**config.mk**
```make
export PLATFORM = sky130hd
export DESIGN_NAME = ook_remote_socket_transmitter_top
export DESIGN_NICKNAME = d
export VERILOG_FILES = /design/src/hdl/ooktx_pkg.sv /design/src/hdl/ooktx_cfg_regs.sv /design/src/hdl/ooktx_in_reg.sv /design/src/hdl/ooktx_engine.sv /design/src/hdl/ook_remote_socket_transmitter_top.sv
export SDC_FILE = /design/constraint.sdc
export NUM_CORES = 1
export LEC_CHECK = 0
export BUFFER_PORTS_ARGS = -buffer_cell sky130_fd_sc_hd__buf_2
export CAP_MARGIN = 20
export CELL_PAD_IN_SITES_DETAIL_PLACEMENT = 1
export CELL_PAD_IN_SITES_GLOBAL_PLACEMENT = 2
export CORE_AREA = 2 2 145 147
export CTS_CLUSTER_DIAMETER = 100
export DETAILED_ROUTE_END_ITERATION = 8
export DIE_AREA = 0 0 147 149
export GPL_ROUTABILITY_DRIVEN = 0
export PLACE_DENSITY = 0.81
export REMOVE_ABC_BUFFERS = 1
export SYNTH_ARGS = -nofsm -noshare
export SYNTH_HDL_FRONTEND = slang
export SYNTH_HIERARCHICAL = 1
export SYNTH_SLANG_ARGS = --single-unit
```
**constraint.sdc**
```tcl
create_clock -name clk -period 4.07 [get_ports clk]
set_clock_uncertainty 0.15 [all_clocks]
set_input_delay 0.6105 -clock clk [delete_from_list [all_inputs] [get_ports clk]]
set_output_delay 0.6105 -clock clk [all_outputs]
set_load 0.02 [all_outputs]
```
**src/hdl/ooktx_pkg.sv**
```systemverilog
package ooktx_pkg;

  // Field widths of the stream items.
  localparam int unsigned SysW    = 5;
  localparam int unsigned LetterW = 8;
  localparam int unsigned RepW    = 8;
  localparam int unsigned DurW    = 16;
  localparam int unsigned CmdW    = 12;
  localparam int unsigned PulseW  = 6;
  localparam int unsigned CfgIdxW = 2;

  // Packed widths of the data buses, padded to whole bytes.
  localparam int unsigned InDataW  = 24;
  localparam int unsigned OutDataW = 8;

  // Frame layout: four pulses per command bit, then a short pulse and the sync gap.
  localparam logic [PulseW-1:0] FramePulses = PulseW'(50);
  localparam logic [PulseW-1:0] LastBitEnd  = PulseW'(48);

  // Reset durations in ticks.
  localparam logic [DurW-1:0] ShortReset = DurW'(320);
  localparam logic [DurW-1:0] LongReset  = DurW'(960);
  localparam logic [DurW-1:0] GapReset   = DurW'(9920);

  // Unit letter range.
  localparam logic [LetterW-1:0] LetterFirst = 8'h41;
  localparam logic [LetterW-1:0] LetterLast  = 8'h45;

  // Register indexes on the configuration port.
  typedef enum logic [CfgIdxW-1:0] {
    REG_SHORT = 2'd0,
    REG_LONG  = 2'd1,
    REG_GAP   = 2'd2
  } reg_idx_t;

  // Item kinds carried in tuser.
  typedef enum logic {
    FUNC_TICK  = 1'b0,
    FUNC_START = 1'b1
  } func_t;

  // Pulse durations as seen by the engine.
  typedef struct packed {
    logic [DurW-1:0] short_ticks;
    logic [DurW-1:0] long_ticks;
    logic [DurW-1:0] gap_ticks;
  } dur_cfg_t;

  // One input item.
  typedef struct packed {
    func_t              func;
    logic [SysW-1:0]    sys_code;
    logic [LetterW-1:0] unit_letter;
    logic               switch_on;
    logic [RepW-1:0]    repeat_count;
  } item_t;

  // Builds the command word: system code, unit bit, then the two switch bits.
  function automatic logic [CmdW-1:0] build_cmd(logic [SysW-1:0] sys,
                                                logic [LetterW-1:0] letter,
                                                logic on);
    logic [CmdW-1:0]    cmd;
    logic [LetterW-1:0] offs;
    offs = letter - LetterFirst;
    cmd  = {sys, 7'b0};
    if (letter >= LetterFirst && letter <= LetterLast) begin
      cmd[3'd6 - offs[2:0]] = 1'b1;
    end
    cmd[1:0] = on ? 2'b10 : 2'b01;
    return cmd;
  endfunction

endpackage

```
**src/hdl/ooktx_cfg_regs.sv**
```systemverilog
module ooktx_cfg_regs (
  input  logic                           clk,
  input  logic                           rst_n,
  input  logic                           cfg_valid,
  output logic                           cfg_ready,
  input  logic [ooktx_pkg::CfgIdxW-1:0]  cfg_index,
  input  logic [ooktx_pkg::DurW-1:0]     cfg_data,
  output ooktx_pkg::dur_cfg_t            dur_cfg
);
  import ooktx_pkg::*;

  dur_cfg_t cfg_r;

  assign cfg_ready = 1'b1;
  assign dur_cfg   = cfg_r;

  // Register file; writes to an unused index are dropped.
  always_ff @(posedge clk) begin
    if (!rst_n) begin
      cfg_r.short_ticks <= ShortReset;
      cfg_r.long_ticks  <= LongReset;
      cfg_r.gap_ticks   <= GapReset;
    end else if (cfg_valid) begin
      unique case (reg_idx_t'(cfg_index))
        REG_SHORT: cfg_r.short_ticks <= cfg_data;
        REG_LONG:  cfg_r.long_ticks  <= cfg_data;
        REG_GAP:   cfg_r.gap_ticks   <= cfg_data;
        default: ;
      endcase
    end
  end

endmodule

```
**src/hdl/ooktx_in_reg.sv**
```systemverilog
module ooktx_in_reg (
  input  logic             clk,
  input  logic             rst_n,
  input  logic             in_valid,
  output logic             in_ready,
  input  ooktx_pkg::item_t in_item,
  output logic             item_valid,
  output ooktx_pkg::item_t item,
  input  logic             item_take
);
  import ooktx_pkg::*;

  logic  valid_r;
  item_t item_r;

  // The stage refills in the same cycle that the engine takes its item.
  assign in_ready   = !valid_r || item_take;
  assign item_valid = valid_r;
  assign item       = item_r;

  always_ff @(posedge clk) begin
    if (!rst_n) begin
      valid_r <= 1'b0;
    end else if (in_ready) begin
      valid_r <= in_valid;
    end
  end

  always_ff @(posedge clk) begin
    if (in_ready && in_valid) begin
      item_r <= in_item;
    end
  end

endmodule

```
**src/hdl/ooktx_engine.sv**
```systemverilog
module ooktx_engine (
  input  logic                clk,
  input  logic                rst_n,
  input  ooktx_pkg::dur_cfg_t dur_cfg,
  input  logic                item_valid,
  input  ooktx_pkg::item_t    item,
  output logic                item_take,
  output logic                out_valid,
  input  logic                out_ready,
  output logic                line_level,
  output logic                busy_res
);
  import ooktx_pkg::*;

  // Transmitter state.
  logic              active_r, active_nxt;
  logic [CmdW-1:0]   cmd_r, cmd_nxt;
  logic [RepW-1:0]   reps_r, reps_nxt;
  logic [PulseW-1:0] pulse_r, pulse_nxt;
  logic [DurW-1:0]   tick_r, tick_nxt;

  // Result register.
  logic out_valid_r;
  logic line_r, line_nxt;
  logic busy_r, busy_nxt;

  logic              can_load;
  logic [DurW-1:0]   dur;
  logic [DurW-1:0]   tick_inc;
  logic [PulseW-1:0] pulse_inc;
  logic              cmd_bit;
  logic [3:0]        bit_sel;

  assign can_load  = !out_valid_r || out_ready;
  assign item_take = item_valid && can_load;

  assign out_valid  = out_valid_r;
  assign line_level = line_r;
  assign busy_res   = busy_r;

  // Duration of the running pulse: bit pulses follow the command bit, then a short pulse and the sync gap.
  assign bit_sel = 4'(CmdW - 1) - pulse_r[PulseW-1:2];
  assign cmd_bit = cmd_r[bit_sel];

  always_comb begin
    if (pulse_r < LastBitEnd) begin
      case (pulse_r[1:0])
        2'd0:    dur = dur_cfg.short_ticks;
        2'd1:    dur = dur_cfg.long_ticks;
        2'd2:    dur = cmd_bit ? dur_cfg.short_ticks : dur_cfg.long_ticks;
        default: dur = cmd_bit ? dur_cfg.long_ticks : dur_cfg.short_ticks;
      endcase
    end else if (pulse_r == LastBitEnd) begin
      dur = dur_cfg.short_ticks;
    end else begin
      dur = dur_cfg.gap_ticks;
    end
  end

  assign tick_inc  = tick_r + DurW'(1);
  assign pulse_inc = pulse_r + PulseW'(1);

  // One step of the transmitter per item.
  always_comb begin
    active_nxt = active_r;
    cmd_nxt    = cmd_r;
    reps_nxt   = reps_r;
    pulse_nxt  = pulse_r;
    tick_nxt   = tick_r;
    line_nxt   = active_r && !pulse_r[0];
    busy_nxt   = active_r;
    if (item.func == FUNC_START) begin
      // A start is taken only when idle and with frames to send.
      if (!active_r && item.repeat_count != '0) begin
        active_nxt = 1'b1;
        cmd_nxt    = build_cmd(item.sys_code, item.unit_letter, item.switch_on);
        reps_nxt   = item.repeat_count;
        pulse_nxt  = '0;
        tick_nxt   = '0;
        line_nxt   = 1'b1;
        busy_nxt   = 1'b1;
      end
    end else if (active_r) begin
      // A tick: count it, and move on when the pulse has run its length.
      tick_nxt = tick_inc;
      if (tick_inc >= dur || tick_inc == '0) begin
        tick_nxt  = '0;
        pulse_nxt = pulse_inc;
        if (pulse_inc >= FramePulses) begin
          pulse_nxt = '0;
          reps_nxt  = reps_r - RepW'(1);
          if (reps_r == RepW'(1)) begin
            active_nxt = 1'b0;
          end
        end
      end
    end
  end

  always_ff @(posedge clk) begin
    if (!rst_n) begin
      active_r    <= 1'b0;
      cmd_r       <= '0;
      reps_r      <= '0;
      pulse_r     <= '0;
      tick_r      <= '0;
      out_valid_r <= 1'b0;
    end else begin
      if (item_take) begin
        active_r <= active_nxt;
        cmd_r    <= cmd_nxt;
        reps_r   <= reps_nxt;
        pulse_r  <= pulse_nxt;
        tick_r   <= tick_nxt;
      end
      if (can_load) begin
        out_valid_r <= item_valid;
      end
    end
  end

  always_ff @(posedge clk) begin
    if (item_take) begin
      line_r <= line_nxt;
      busy_r <= busy_nxt;
    end
  end

  // The line is only driven high during a transmission.
  a_line_needs_busy: assert property (@(posedge clk) disable iff (!rst_n)
    out_valid_r && line_r |-> busy_r)
    else $error("line high on a result that is not busy");

  // The pulse index stays inside the frame.
  a_pulse_in_frame: assert property (@(posedge clk) disable iff (!rst_n)
    pulse_r < FramePulses)
    else $error("pulse index beyond the frame");

  // While idle the pulse counters rest at zero.
  a_idle_counters: assert property (@(posedge clk) disable iff (!rst_n)
    !active_r |-> pulse_r == '0 && tick_r == '0)
    else $error("pulse counters not cleared while idle");

  // A running transmission always has a frame left to send.
  a_reps_left: assert property (@(posedge clk) disable iff (!rst_n)
    active_r |-> reps_r != '0)
    else $error("active with no frames left");

  // A transmission can only end at the last pulse of a frame.
  a_end_at_gap: assert property (@(posedge clk) disable iff (!rst_n)
    $fell(active_r) |-> $past(pulse_r) == FramePulses - PulseW'(1))
    else $error("transmission ended inside a frame");

endmodule

```
**src/hdl/ook_remote_socket_transmitter_top.sv**
```systemverilog
// Encoder for fixed-code 433 MHz remote sockets. A start transaction (tuser = 1) loads a
// 12-bit command and a frame count; each tick transaction (tuser = 0) stands for one
// microsecond and returns the line level and busy flag for that tick, so the stream of
// results is the transmit waveform. Every input transaction gives exactly one result.
// One transaction per clock cycle is taken while out_tready does not stall the results,
// through an input register, then the transmitter state and result register, updated
// together. The user writes pulse durations through the configuration
// port while no transaction is in flight; the block does not enforce this. A write during
// a transmission acts at once, for the running pulse too; a start during one is ignored.
module ook_remote_socket_transmitter_top (
  input  logic                           clk,
  input  logic                           rst_n,
  // Input stream.
  input  logic                           in_tvalid,
  output logic                           in_tready,
  // tdata: sys_code[4:0], unit_letter[12:5], switch_on[13], repeat_count[21:14]
  input  logic [ooktx_pkg::InDataW-1:0]  in_tdata,
  // tuser: func (0 tick, 1 start)
  input  logic                           in_tuser,
  // Result stream.
  output logic                           out_tvalid,
  input  logic                           out_tready,
  // tdata: line_level[0], busy_res[1]
  output logic [ooktx_pkg::OutDataW-1:0] out_tdata,
  // Configuration writes.
  input  logic                           cfg_valid,
  output logic                           cfg_ready,
  input  logic [ooktx_pkg::CfgIdxW-1:0]  cfg_index,
  input  logic [ooktx_pkg::DurW-1:0]     cfg_data
);
  import ooktx_pkg::*;

  dur_cfg_t dur_cfg;
  item_t    in_item;
  item_t    item;
  logic     item_valid;
  logic     item_take;
  logic     line_level;
  logic     busy_res;

  // Unpack the input transaction.
  assign in_item.func         = func_t'(in_tuser);
  assign in_item.sys_code     = in_tdata[4:0];
  assign in_item.unit_letter  = in_tdata[12:5];
  assign in_item.switch_on    = in_tdata[13];
  assign in_item.repeat_count = in_tdata[21:14];

  assign out_tdata = {6'b0, busy_res, line_level};

  ooktx_cfg_regs u_cfg_regs (
    .clk       (clk),
    .rst_n     (rst_n),
    .cfg_valid (cfg_valid),
    .cfg_ready (cfg_ready),
    .cfg_index (cfg_index),
    .cfg_data  (cfg_data),
    .dur_cfg   (dur_cfg)
  );

  ooktx_in_reg u_in_reg (
    .clk        (clk),
    .rst_n      (rst_n),
    .in_valid   (in_tvalid),
    .in_ready   (in_tready),
    .in_item    (in_item),
    .item_valid (item_valid),
    .item       (item),
    .item_take  (item_take)
  );

  ooktx_engine u_engine (
    .clk        (clk),
    .rst_n      (rst_n),
    .dur_cfg    (dur_cfg),
    .item_valid (item_valid),
    .item       (item),
    .item_take  (item_take),
    .out_valid  (out_tvalid),
    .out_ready  (out_tready),
    .line_level (line_level),
    .busy_res   (busy_res)
  );

endmodule

```
; ---- Yosys cells after proc, flatten, opt, wreduce, memory -nomap -nowiden
; Index checks and enable logic that the tools add are counted.
[totals]
elab_cells = 100
ram_bits = 0
out_inout_bits = 11
latch_bits = 0
rom_bits = 0
reg_bits = 118
n_memories = 0
[op_classes]
bitwise = 1
addsub = 6
magnitude_cmp = 8
muxes = 34
div_mod_pow = 0
mul = 0
n_reduce_logical = 27
eq_ne = 7
n_shift = 0
[ops]
columns = operator, n
row1 = two-way mux 16 bit, 8
row2 = one-hot mux 16 bit (3 select lines), 1
row3 = two-way mux 8 bit, 5
row4 = two-way mux 6 bit, 5
row5 = "adder 16 x 1 -> 16 bit, second input constant", 1
row6 = >= comparator 16 bit, 1
row7 = zero test 16 bit, 1
row8 = two-way mux 12 bit, 1
row9 = bitwise OR 12 x 8 -> 12 bit, 1
row10 = two-way mux 1 bit, 11
row11 = "equality test 8 x 1 -> 1 bit, second input constant", 1
row12 = ">= comparator 8 x 7 -> 1 bit, second input constant", 1
row13 = "<= comparator 8 x 7 -> 1 bit, second input constant", 1
row14 = nonzero test 8 bit, 1
row15 = "subtractor 8 x 1 -> 8 bit, second input constant", 1
row16 = "adder 6 x 1 -> 6 bit, second input constant", 1
row17 = "equality test 6 bit, second input constant", 1
row18 = ">= comparator 6 bit, second input constant", 1
row19 = logical AND 1 bit, 6
row20 = "< comparator 6 bit, second input constant", 1
row21 = AND reduction 2 bit, 3
row22 = AND reduction 3 bit, 2
row23 = nonzero test 2 bit, 3
row24 = "< comparator 3 x 5 -> 1 bit, second input constant", 1
row25 = other kinds (16), 24

; ---- Longest topological paths before layout
; Gate-level depths: netlist of run 1.
[logic_depth]
word_depth = 11
depth_mapped = 18

; ---- Cells and area by module
; Netlist of run 1, hierarchy kept.
[modules_own_cells]
columns = mod, area_per_inst_um2, n_inst, seq_area_each_um2, cells_each
row1 = ooktx_engine, 4150.2, 1, 940.9, 514
row2 = ooktx_cfg_regs, 1886.8, 1, 960.9, 184
row3 = ooktx_in_reg, 748.2, 1, 710.7, 28
row4 = ook_remote_socket_transmitter_top, 63.8, 1, 0.0, 9

; ---- Worst setup path before layout of run 1
; No wires, ideal clock.
[synth_path]
kind = flip-flop to flip-flop
from = reg u_engine.pulse_r[0]
to = reg u_engine.pulse_r[3]
setup_ps = 115
path_stages_with_launch = 18
t_arrival_ps = 3865
path_slack_ps = -59
path_buffers = 3
cell_sequence = dfxtp_1 -> inv_1 -> ha_1 -> clkbuf_1 -> nand2_1 -> nor3_1 -> clkbuf_1 -> mux2i_1 -> a221o_1 -> ha_1 -> and3_1 -> a22o_1 -> o21ai_0 -> a31o_2 -> o211a_1 -> clkbuf_1 -> a21oi_1 -> o21a_1
[synth_between]
elab_chain_len = 7
[synth_lines]
columns = element, line
row1 = "start, declared", ooktx_engine.sv:19  ; logic [PulseW-1:0] pulse_r, pulse_nxt;
row2 = "start signal, assigned", ooktx_engine.sv:113  ; pulse_r <= pulse_nxt;
row3 = branches (longest 7 deep; another with >= comparator 16 bit), --
; Several ways; the timed one is not identified. The select of a mux whose other input is x is not followed.
; A chain may end at the register's enable or synchronous reset.

; ---- Worst setup path after layout of run 1
[layout_path]
from = reg u_engine.pulse_r[2]
to = reg u_engine.reps_r[5]
[layout_between]
elab_chain_len = 10
[layout_lines]
columns = element, line
row1 = subtractor 4 bit, ooktx_engine.sv:42  ; assign bit_sel = 4'(CmdW - 1) - pulse_r[PulseW-1:2];
row2 = binary-select mux 1 bit (select 4 bit), ooktx_engine.sv:43  ; assign cmd_bit = cmd_r[bit_sel];
row3 = two-way mux 1 bit (not written as such), ooktx_engine.sv:43
row4 = "two-way mux 16 bit, on equally long branches", "ooktx_engine.sv:51, ooktx_engine.sv:50"
row5 = one-hot mux 16 bit (3 select lines), ooktx_engine.sv:47  ; case (pulse_r[1:0])
row6 = two-way mux 16 bit, ooktx_engine.sv:46  ; if (pulse_r < LastBitEnd) begin
row7 = >= comparator 16 bit, ooktx_engine.sv:86  ; if (tick_inc >= dur || tick_inc == '0) begin
row8 = logical OR 1 bit, ooktx_engine.sv:86
row9 = nonzero test 2 bit (no source line), --
row10 = AND reduction 5 bit (no source line) (*), --
row11 = "end signal, assigned", ooktx_engine.sv:112  ; reps_r <= reps_nxt;
row12 = "end, declared", ooktx_engine.sv:18  ; logic [RepW-1:0] reps_r, reps_nxt;
; Mark *: on every way between the ends. The rest lies on a longest branch, timed or not. The select of a mux whose other input is x is not followed.

==> results of run 1 <==
-- power by group through the flow --
stage | Clock (mW) | Combinational (mW) | Sequential (mW)
2_1_floorplan | 0 | 0.156 | 1.29
6_report | 1.58 | 0.269 | 1.27
3_5_place_dp | 0 | 0.259 | 1.30
3_3_place_gp | 0 | 0.255 | 1.29
4_1_cts | 1.62 | 0.262 | 1.27
5_1_grt | 1.67 | 0.298 | 1.28
-- registers in the layout, summed over array words and instances (netlist names) --
register             flops
u_engine/cmd_r          12
u_in_reg/item_valid      1
u_engine/active_r        1
u_engine/line_level      1
u_engine/out_valid       1
u_in_reg/item           23
u_cfg_regs/dur_cfg      48
u_engine/tick_r         16
u_engine/reps_r          8
u_engine/busy_res        1
u_engine/pulse_r         6
-- worst register-to-register path, delay by kind of cell, from the launching register on --
family / cells / cell delay [ns]
adder cells (fa/ha/maj): 1 / 0.28
AO/OA/AOI/OAI: 7 / 1.29
buffers and inverters: 1 / 0.16
AND/OR/NAND/NOR: 3 / 0.73
multiplexers: 3 / 0.88
flip-flops: 1 / 0.38
-- layout by cell type, fill, tap and decap left out, drive strengths merged, types with 4 or more instances in the layout --
master / n
or3: 11
edfxtp: 25
a21oi: 42
nor2: 27
clkinv: 4
a211o: 4
nand4: 9
a211oi: 7
xnor2: 15
ha: 24
nand3: 17
clkbuf: 17
o211ai: 5
conb: 7
buf: 88
a22oi: 4
nand4b: 4
nor4: 8
a221o: 28
mux2: 16
o32ai: 7
nor3: 28
nand2b: 7
o22ai: 5
dfxtp: 93
nand2: 103
nor2b: 18
mux2i: 74
xor2: 19
o21ai: 15
inv: 22
-- synthesized netlist by cell type, types with 3 or more instances --
library cell / instances / share of area [%]
nand2_1: 103 / 5.6
dfxtp_1: 93 / 27
mux2i_1: 74 / 11
a21oi_1: 42 / 3.1
clkbuf_1: 33 / 1.8
a221o_1: 28 / 4.1
nor2_1: 27 / 1.5
nor3_1: 27 / 2.0
edfxtp_1: 25 / 11
ha_1: 24 / 4.4
xor2_1: 19 / 2.4
nor2b_1: 18 / 1.6
mux2_2: 16 / 2.6
nand3_1: 16 / 1.2
o21ai_0: 15 / 1.1
xnor2_1: 15 / 1.9
inv_1: 14 / 0.77
buf_2: 12 / 0.88
or3_1: 11 / 1.0
buf_4: 10 / 1.1
nand4_1: 8 / 0.73
a211oi_1: 7 / 0.77
o32ai_1: 7 / 0.90
nand2b_1: 6 / 0.55
nor4_1: 6 / 0.55
o211ai_1: 5 / 0.55
o22ai_1: 5 / 0.46
a22oi_1: 4 / 0.44
buf_1: 4 / 0.22
nand4b_1: 4 / 0.51
a211o_1: 3 / 0.38
a21o_1: 3 / 0.33
and3_1: 3 / 0.27
mux4_2: 3 / 0.99
o21a_1: 3 / 0.33
-- per-layer routing --
layer | GRT usage, % | vias up | wire length (um)
li1 | - | 2762 | -
met2 | 28.7 | 82 | 8960
met3 | 3.88 | 14 | 546
met5 | 0 | - | 0
met1 | 21.8 | 2779 | 8530
met4 | 4.86 | 0 | 181
-- worst max path at each step --
stage / to / slack [ns] / cells past startpoint
final: u_engine/reps_r[5] / 0.11 / 15
after global routing: u_engine/reps_r[0] / -0.06 / 18
after CTS: u_engine/reps_r[0] / 0.02 / 16
after detailed placement: u_engine/reps_r[3] / -0.14 / 15
after global placement: u_engine/reps_r[3] / -0.05 / 15
after floorplan: u_engine/pulse_r[0] / -2.57 / 14
-- kinds of logic after synthesis --
kind of cell,count (synthesis),share of synthesized area (%)
other,2,0.110
and+or+nand+nor,249,18.6
buffers and inverters,79,5.57
muxes,93,14.4
AOI/OAI and AO/OA,136,14.4
DFF,118,38.1
xor gates and xnor gates,34,4.35
adders and majority gates,24,4.38
-- cell type report --
type	instances	share of cell area [%]
multi-input cells	543	48.9
well taps	275	4.18
clock inverters	15	2.33
repair buffers	88	6.84
clock buffers	17	5.17
inverters	16	0.730
flip-flops and latches	118	31.8
-- per-stage QoR --
step,instances,setup TNS (ns)
4_1_cts,1071,0
3_5_place_dp,1039,-2.13
6_report,1072,0
3_3_place_gp,1039,-0.300
2_1_floorplan,677,-70.91
5_1_grt,1072,-0.439
-- repair_timing --
| item | in CTS | in global routing |
|---|---|---|
| pin swaps | 1 | 3 |
| endpoints found under the setup margin | 30 | 27 |
| gates resized for setup | 6 | 19 |
| buffers inserted | 0 | 1 |
| hold endpoints to repair | 0 | 0 |
==> key figures, run 1 <==
Critical path
  • Reg-to-reg slack, setup: 0.11 ns
  • Worst Path Required: around 4.3 ns
  • CP bufs+invs: 1
  • CP Cell Sequence: mux4_2, mux2i_1, o21ai_2, buf_12, mux2_4, a21oi_1, or3_4, ha_4, and4_1, and3_1, a31oi_1, a31o_2, o211a_4, a211o_4, o32ai_2
  • Arr. time, crit path: a little over 4 ns
  • Critical setup path kind: register to register
  • Max Fanout on Critical Path: 20
  • CP top delay family: compound AO/OA/AOI/OAI gates
  • Crit-path slowest cell: mux4_2
  • Reg2reg start: u_engine/pulse_r[2]
  • CP startpoint: u_engine/pulse_r[2]
  • CP max stage delay: 0.50 ns
  • CP Launch Type: register
  • R2R Path End: u_engine/reps_r[5]
  • Critical path endpoint category: register
  • Cells on worst reg2reg path: 15

Timing
  • Crit share post-route: a little over nine tenths
  • WHS: between 0.2 and 0.25 ns
  • Achievable Freq: about 0.25 GHz
  • Setup violations, final: 0
  • Final Max Slew Viols: 0
  • Worst slew margin: 38.7%
  • PnR worst setup slack: 0.109 ns
  • Fin. Hold Viols: 0
  • Tmin final: approximately 4.0 ns
  • RSZ-0062 raised after global routing: yes
  • Worst-margin pin slew: just over 0.9 ns

Global routing
  • First-pass GRT wire length: 29.6 mm
  • GRT Total Usage: approximately 17%
  • Overflow after GRT: 0
  • Vias in the first global route: about 5700
  • Largest net degree at the start of global routing: 69
  • Initial antenna violation count: 0

Power
  • Power Density: around 380 nW/um^2
  • Clock power frac: roughly half
  • VDD IR max: between 0.2 and 0.25 mV
  • Gate power share: 8.6%
  • Switching power: 795 uW
  • Leakage: approximately 3.2 nW
  • Pint: 2.33 mW
  • Post-layout total power: between 3 and 4 mW
  • Part of the power in registers: 40.7%
  • Switching Share: approximately 25%

Floorplanning
  • Placement row count: 53
  • Die Wd: roughly 150 um
  • Core area: roughly 21000 um^2
  • Die ar.: 21900 um^2
  • Initial Util: 33.3%
  • DIE HEIGHT: 149 um
  • I/O pin count: about 60

Logic synthesis
  • Number of synthesized flops with an enable pin: 25
  • Ys Warns: 6
  • Cell Area, Synth: between 6000 and 7000 um^2
  • Synth unique cells: between 60 and 70
  • Main synth FF type: dfxtp_1
  • Async SR Flop Fraction: 0%
  • Flops & latches, synth: approximately 120
  • Seq/Total Area, Yosys: between 30% and 40%
  • Post-Syn Instances: around 740
  • Syn avg cell area: 9.32 um^2

Clock network
  • CTS tree: built
  • Num CTS Buffers: 17
  • Root buffer cell: clkbuf_16
  • Clock latency on the worst-skew pair: 0.42 ns
  • Clock buffer depth: 2
  • Worst-path clk slew: approximately 0.06 ns
  • Hold buffers post-CTS: 0
  • H-Tree Depth: 4
  • Clock sinks: about 120

Route
  • WL final: about 18 mm
  • Routed length per instance: between 15 and 20 um
  • Vias: between 5000 and 6000
  • Drt drc: 0
  • Initial DRC Count: 342
  • Vias/cell: between 5 and 6
  • ANT nets after route: 0
  • TritonRoute pass-1 iters: 5

Hold path
  • Worst hold path type: input port to register
  • Hold Crit Depth: 1
  • Hold Startpoint: in_tuser
  • Hold Path Sink: u_in_reg/item[22]

Placement
  • DP HPWL: roughly 12 mm
  • Dpl cell area: between 7000 and 8000 um^2
  • Port bufs: around 50
  • Pre-CTS WS: -0.140 ns

Final layout
  • Finished Core Util: 40.0%
  • Layout cells sized above 1: 22.5%
  • Antenna diode count: 0
  • Filler cell count: 2377
  • Layout net count: around 860
  • P&R area growth vs syn: 20.1%
  • Seq. cell area: between 2000 and 3000 um^2
  • Final instance area: a little over 8000 um^2
  • Multi-input gate area: 4030 um^2

Run
  • Max-cap violations: 0

Status
  • Status: complete, no violations
(Power assumes the default switching activity.)
==> run 2: changes to the inputs <==
Settings changed: ABC_AREA set to 1, CORE_AREA 2 2 145 147 to 2 2 159 161, DIE_AREA 0 0 147 149 to 0 0 161 163, PLACE_DENSITY 0.81 to 0.8.
==> run 2 against run 1 <==
Hold slack lost 0.013 ns; critical path type unchanged; die area rose by 20%; utilization fell by 6.0 points; critical path depth up 5; largest power group unchanged; non-clock buffer count down 15.
==> key figures, run 2 <==
Final layout
  • Commonest non-fill, non-tap cell in the layout: nand2_1
  • Layout net count: 1192 (+39%)
  • Commonest non-fill, non-tap cells in the layout: nand2_1, nor2_1, inv_1, dfxtp_1, o21ai_0
  • Antenna diode count: 0 (unchanged)
  • Layout cells sized above 1: 13.4% (-9.0 points)
  • Final instance area: 8400 um^2 (+2.1%)
  • Number of flip-flops under the largest register name: 48 (unchanged)
  • Filler cell count: 3186 (+34%)
  • P&R area growth vs syn: 16.4%
  • Fin cells: 1463 (+36%)

Clock network
  • Worst-path clk slew: 0.07 ns (about the same)
  • Clock buffer depth: 2 (unchanged)
  • Clock sinks: 118 (unchanged)
  • CTS tree: built
  • Root buffer cell: clkbuf_16
  • Clock latency on the worst-skew pair: 0.43 ns (about the same)
  • H-Tree Depth: 4 (unchanged)
  • Num CTS Buffers: 17 (unchanged)

Critical path
  • Arr. time, crit path: 3.84 ns (-0.30 ns)
  • Critical setup path kind: register to register
  • Worst Path Required: 4.27 ns (+0.02 ns)
  • CP Launch Type: register
  • R2R Path End: u_engine/tick_r[7]
  • Reg-to-reg slack, setup: 0.42 ns (+0.31 ns)
  • Crit-path slowest cell: dfxtp_1
  • Cells on worst reg2reg path: 20 (+5)
  • Most frequent cell on the critical path: nand2_1
  • Max Fanout on Critical Path: 16 (-20%)
  • CP top delay family: simple AND/OR/NAND/NOR gates
  • CP bufs+invs: 4 (+3)
  • Critical path endpoint category: register
  • WP depth: 20 (+5)
  • CP Cell Sequence: inv_1, ha_1, inv_1, nor4_4, inv_1, buf_4, o21ai_0, nand2_1, ha_1, a21oi_1, nor2_1, nor3_1, nand2_1, nand2_1, nand2_1, nor2_4, nand3_4, nand2_4, nand2_4, nor2_1
  • Reg2reg start: u_engine/pulse_r[0]
  • CP max stage delay: 0.35 ns (-0.15 ns)

Floorplanning
  • DIE HEIGHT: 163 um (+9.4%)
  • Die ar.: 26200 um^2 (+20%)
  • Die Wd: 161 um (+9.5%)
  • Placement row count: 58 (+9.4%)
  • Core area: 24700 um^2 (+20%)
  • I/O pin count: 59 (unchanged)
  • Initial Util: 29.3% (-4.0 points)

Power
  • Post-layout total power: 3.46 mW (+11%)
  • Power Density: 412 nW/um^2 (+8.4%)
  • Leakage: 3.98 nW (+24%)
  • VDD IR max: 0.253 mV (+1.6%)

Route
  • Met2 Wirelength: 9.57 mm (+6.8%)
  • Vias: 6868 (+22%)
  • TritonRoute pass-1 iters: 4 (-1)
  • Max layer used: met4
  • WL final: 20.3 mm (+12%)
  • ANT nets after route: 0 (unchanged)
  • WL met1: 9.76 mm (+14%)
  • DR WL met3: 663 um (+21%)
  • Routed length per instance: 13.9 um (-18%)
  • Drt drc: 0 (unchanged)
  • Initial DRC Count: 323 (-5.6%)
  • Vias/cell: 4.69 (-11%)

Hold path
  • Worst hold path type: input port to register
  • Hold Path Sink: u_in_reg/item[22]
  • Hold Crit Depth: 1 (unchanged)
  • Hold Startpoint: in_tuser

Logic synthesis
  • Top cell type's share of synthesized area: 25.8% (-1.4 points)
  • Area contributors post-synth: dfxtp_1, nand2_1, edfxtp_1, nor2_1, inv_1
  • Post-Syn Instances: 1079 (+47%)
  • Number of synthesized flops with an enable pin: 25 (unchanged)
  • Syn avg cell area: 6.69 um^2 (-28%)
  • Async SR Flop Fraction: 0% (unchanged)
  • Cell Area, Synth: 7220 um^2 (+5.4%)
  • Flops & latches, synth: 118 (unchanged)
  • Seq/Total Area, Yosys: 36.2% (-2.0 points)
  • Area leader, netlist: dfxtp_1
  • Ys Warns: 6 (unchanged)
  • Main synth FF type: dfxtp_1
  • Post-synth top cells: nand2_1, nor2_1, inv_1, dfxtp_1, o21ai_0
  • Synth unique cells: 48 (-30%)
  • Most common cell in the netlist: nand2_1

Placement
  • DP HPWL: 14.4 mm (+19%)
  • Post-Place Cells: 1431 (+38%)
  • Port bufs: 49 (unchanged)
  • Dpl cell area: 7770 um^2 (+4.2%)

Timing
  • RSZ-0062 raised after global routing: no
  • Worst-margin pin slew: 0.759 ns (-0.153 ns)
  • Final Max Slew Viols: 0 (unchanged)
  • Fin. Hold Viols: 0 (unchanged)
  • Setup violations, final: 0 (unchanged)
  • Worst slew margin: 49.4% (+11 points)
  • Tmin final: 3.65 ns (-0.315 ns)
  • Crit share post-route: 89.6% (-7.7 points)
  • Achievable Freq: 0.274 GHz (+8.6%)

Global routing
  • Overflow after GRT: 0 (unchanged)
  • GRT Total Usage: 16.3% (-0.63 points)
  • Largest net degree at the start of global routing: 37 (-46%)
  • Vias in the first global route: 6992 (+22%)
  • First-pass GRT wire length: 34.6 mm (+17%)
  • Initial antenna violation count: 0 (unchanged)

Status
  • Status: complete, no violations

Run
  • Max-cap violations: 0 (unchanged)
run 2: cell count changes after synthesis, moves of 14 or more:
cell	previous run	this run
a221o_1	28	0
a21oi_1	42	59
o21ai_0	15	76
nand2_1	103	266
nor2_1	27	158
nor3_1	27	4
nor2_2	0	14
inv_1	14	136
mux2i_1	74	3
mux2_2	16	0
nand3_1	16	71
nor2b_1	18	0
xnor2_1	15	1
run 2: power breakdown:
group	internal, mW	switching, mW
Sequential	1.27	0.0558
Combinational	0.224	0.418
Clock	0.817	0.676
Total	2.31	1.15
run 2: final cells by class:
| cell class | count | area, um^2 | area share [%] |
|---|---|---|---|
| inverter | 142 | 537 | 6.39 |
| multi-input combinational | 768 | 3810 | 45.4 |
| tap | 330 | 413 | 4.91 |
| clock inverter | 15 | 155 | 1.85 |
| clock buffer | 17 | 425 | 5.06 |
| timing repair buffer | 73 | 445 | 5.30 |
| sequential | 118 | 2620 | 31.1 |
run 2: how the worst max path moves through the flow:
| stage | from | endpoint | slack [ns] |
|---|---|---|---|
| after detailed placement | u_engine/pulse_r[0] | u_engine/tick_r[9] | 0.04 |
| after CTS | u_engine/pulse_r[2] | u_engine/tick_r[12] | 0.1 |
| after global placement | u_engine/pulse_r[0] | u_engine/tick_r[11] | 0.08 |
| after global routing | u_engine/pulse_r[0] | u_engine/tick_r[7] | 0.04 |
| after floorplan | u_engine/pulse_r[2] | u_engine/tick_r[10] | -0.18 |
| final | u_engine/pulse_r[0] | u_engine/tick_r[7] | 0.42 |
run 2: worst register-to-register path, cell delays in order, from the launching register on:
cell and delay (ns):
dfxtp_1 0.35, inv_1 0.17, ha_1 0.20, inv_1 0.14, nor4_4 0.28, inv_1 0.09, buf_4 0.18, o21ai_0 0.20
nand2_1 0.14, ha_1 0.31, a21oi_1 0.16, nor2_1 0.05, nor3_1 0.14, nand2_1 0.07, nand2_1 0.06, nand2_1 0.07
nor2_4 0.14, nand3_4 0.16, nand2_4 0.16, nand2_4 0.18, nor2_1 0.17
run 2: per-layer routing:
layer	global-route usage, %	vias to the layer above
li1	-	3531
met1	20.8	3215
met2	27.9	102
met3	2.95	20
met4	5.56	0
met5	0	-
run 2: logic make-up after synthesis:
kind of cell               Yosys count  share of synthesized area (%)
muxes                                3                          0.416
AOI/OAI and AO/OA                  175                           13.6
buffers and inverters              198                           11.8
other                                2                          0.104
xor gates and xnor gates             7                          0.849
adders and majority gates           24                           4.16
DFF                                118                           36.2
and+or+nand+nor                    552                           32.9
run 2: what timing repair did:
action / in CTS / in global routing
setup endpoints to repair: 1 / 29
hold buffers: 0 / 0
pin swaps: 0 / 0
resized for setup: 1 / 12
setup buffers: 0 / 0
run 2: through the flow:
| stage | TNS [ns] | hold slack (ns) | util [%] | setup slack, ns |
|---|---|---|---|---|
| floorplan | -4.19 | 0.274 | - | -0.176 |
| global placement | 0 | 0.285 | 31.5 | 0.0820 |
| detailed placement | 0 | 0.293 | 31.5 | 0.0373 |
| CTS | 0 | 0.175 | 33.9 | 0.0970 |
| global route | 0 | 0.177 | 34.1 | 0.0403 |
| finish | 0 | 0.195 | 34.1 | 0.423 |
==> run 3: changes to the inputs <==
Settings changed: CORE_AREA 2 2 159 161 to 2 2 130 196, DIE_AREA 0 0 161 163 to 0 0 132 198, PLACE_DENSITY 0.8 to 0.81.
==> run 3 against run 2 <==
Global-route usage rose by 1.6 points; flip-flop and latch count did not move; combinational power rose by 3%; sequential share of layout area fell by 0.14 points; final cell count rose by 0.21%.
==> key figures, run 3 (same netlist as run 2, synthesis figures left out) <==
Clock network
  • Clock latency on the worst-skew pair: 0.43 ns (about the same)
  • Clock sinks: 118 (unchanged)
  • Num CTS Buffers: 17 (unchanged)
  • H-Tree Depth: 4 (unchanged)
  • Worst-path clk slew: 0.06 ns (about the same)
  • CTS tree: built
  • Clock buffer depth: 2 (unchanged)
  • Setup Fix Bufs, Post-CTS: 0 (unchanged)
  • Root buffer cell: clkbuf_16

Power
  • Clock power frac: 44.5% (+1.3 points)
  • Leakage: 4.00 nW (+0.38%)
  • Pint: 2.51 mW (+8.8%)
  • Switching power: 1.06 mW (-7.8%)
  • Part of the power in registers: 37.1% (-1.2 points)
  • Gate power share: 18.5% (about the same)
  • Power Density: 423 nW/um^2 (+2.9%)
  • Switching Share: 29.7% (-3.6 points)
  • VDD IR max: 0.315 mV (+24%)

Global routing
  • GRT Total Usage: 17.9% (+1.6 points)
  • Largest net degree at the start of global routing: 33 (-11%)
  • Overflow after GRT: 0 (unchanged)
  • First-pass GRT wire length: 36.6 mm (+5.6%)
  • Vias in the first global route: 7341 (+5.0%)
  • Initial antenna violation count: 0 (unchanged)

Floorplanning
  • Core area: 24600 um^2 (-0.27%)
  • Initial Util: 29.3% (+0.079 points)
  • I/O pin count: 59 (unchanged)
  • Placement row count: 71 (+22%)
  • DIE HEIGHT: 198 um (+21%)
  • Die ar.: 26100 um^2 (-0.41%)
  • Die Wd: 132 um (-18%)

Status
  • Status: complete, no violations

Critical path
  • CP Launch Type: register
  • Max Fanout on Critical Path: 15 (-1)
  • Critical path endpoint category: register
  • Worst Path Required: 4.29 ns (+0.02 ns)
  • Critical setup path kind: register to register
  • Arr. time, crit path: 3.95 ns (+0.11 ns)

Timing
  • Tmin final: 3.74 ns (+0.0886 ns)
  • Final Max Slew Viols: 0 (unchanged)
  • RSZ-0062 raised after global routing: yes
  • Setup violations, final: 0 (unchanged)
  • Worst slew margin: 58.8% (+9.4 points)
  • Fin. Hold Viols: 0 (unchanged)
  • Worst-margin pin slew: 0.617 ns (-0.141 ns)
  • Achievable Freq: 0.268 GHz (-2.4%)
  • WHS: 0.206 ns (+0.0107 ns)
  • Crit share post-route: 91.8% (+2.2 points)
  • TNS Setup: 0 ns (unchanged)

Route
  • Drt drc: 0 (unchanged)
  • Initial DRC Count: 251 (-22%)
  • TritonRoute pass-1 iters: 5 (+1)
  • ANT nets after route: 0 (unchanged)
  • WL final: 22.1 mm (+8.6%)
  • Routed length per instance: 15.1 um (+8.4%)
  • Vias: 6986 (+1.7%)
  • Vias/cell: 4.77 (+1.5%)

Placement
  • Port bufs: 49 (unchanged)
  • DP HPWL: 16.4 mm (+14%)

Final layout
  • Multi-input gate area: 3800 um^2 (-0.23%)
  • Seq. cell area: 2610 um^2 (about the same)
  • Layout cells sized above 1: 13.4% (-0.059 points)
  • Commonest non-fill, non-tap cell in the layout: nand2_1
  • P&R area growth vs syn: 16.8%
  • Number of flip-flops under the largest register name: 48 (unchanged)
  • Commonest non-fill, non-tap cells in the layout: nand2_1, nor2_1, inv_1, dfxtp_1, o21ai_0
  • Filler cell count: 3117 (-2.2%)
  • Antenna diode count: 0 (unchanged)
  • Layout net count: 1197 (+0.42%)

Run
  • Max-cap violations: 0 (unchanged)

Hold path
  • Worst hold path type: input port to register
## run 3: layout make-up
cell class                 instances  share of cell area, %
multi-input combinational        768                   45.1
sequential                       118                   31.0
inverter                         142                   6.32
timing repair buffer              78                   5.49
clock buffer                      18                   5.09
tap                              328                   4.86
clock inverter                    14                   2.18
## run 3: power by group through the flow
stage	clock network [mW]	logic, mW	registers, mW
floorplan	0	0.412	1.34
global placement	0	0.639	1.35
detailed placement	0	0.655	1.35
CTS	1.63	0.663	1.32
global route	1.67	0.757	1.33
finish	1.59	0.660	1.32
## run 3: timing repair
item                                   CTS  global route
setup endpoints to repair               29            30
pin swaps                                0             1
hold buffers                             0             0
endpoints found under the hold margin    0             0
gates resized for setup                  1             7
## run 3: final timing paths
kind	start	to	slack (ns)	cells after the start
hold reg to reg	u_engine/cmd_r[5]	u_engine/cmd_r[5]	0.30	2
setup / recovery	u_engine/pulse_r[5]	u_engine/reps_r[4]	0.33	24
setup reg to reg	u_engine/pulse_r[5]	u_engine/reps_r[4]	0.33	24
hold / removal	in_tdata[15]	u_in_reg/item[1]	0.21	1
## run 3: metal layers
metal,part of all wire (%),up-vias,track usage [%]
met5,0,-,0
met4,2.8,0,7.73
met3,2.4,31,2.84
met2,56,98,35.9
met1,39,3322,17.8
li1,-,3535,-
## run 3: worst max-delay path, cell delays in order (launching register included)
cell and delay, ns:
dfxtp_1 0.36, ha_1 0.34, nand3_1 0.08, nand2_1 0.09
nand3_1 0.17, buf_4 0.25, buf_4 0.18, nand2_1 0.06
nand3_1 0.10, nand2_1 0.08, inv_1 0.04, a21oi_1 0.22
ha_1 0.27, nand2_1 0.07, nor2_1 0.05, nor3_1 0.17
nand2_1 0.08, nand2_1 0.06, nand2_1 0.09, nor2_4 0.15
nand3_4 0.15, buf_4 0.21, nand3b_1 0.08, nand2_1 0.06
nor2_1 0.10
## run 3: through the flow
stage | instance area, um^2 | total power [mW] | worst slack [ns] | std cells | utilization, %
finish | 8440 | 3.57 | 0.335 | 1466 | 34.3
floorplan | 6920 | 1.75 | -0.176 | 1028 | -
detailed placement | 7800 | 2.00 | -0.112 | 1434 | 31.7
global placement | 7800 | 1.99 | -0.0360 | 1434 | 31.7
global route | 8440 | 3.77 | -0.0201 | 1466 | 34.3
CTS | 8420 | 3.62 | 0.0403 | 1466 | 34.2
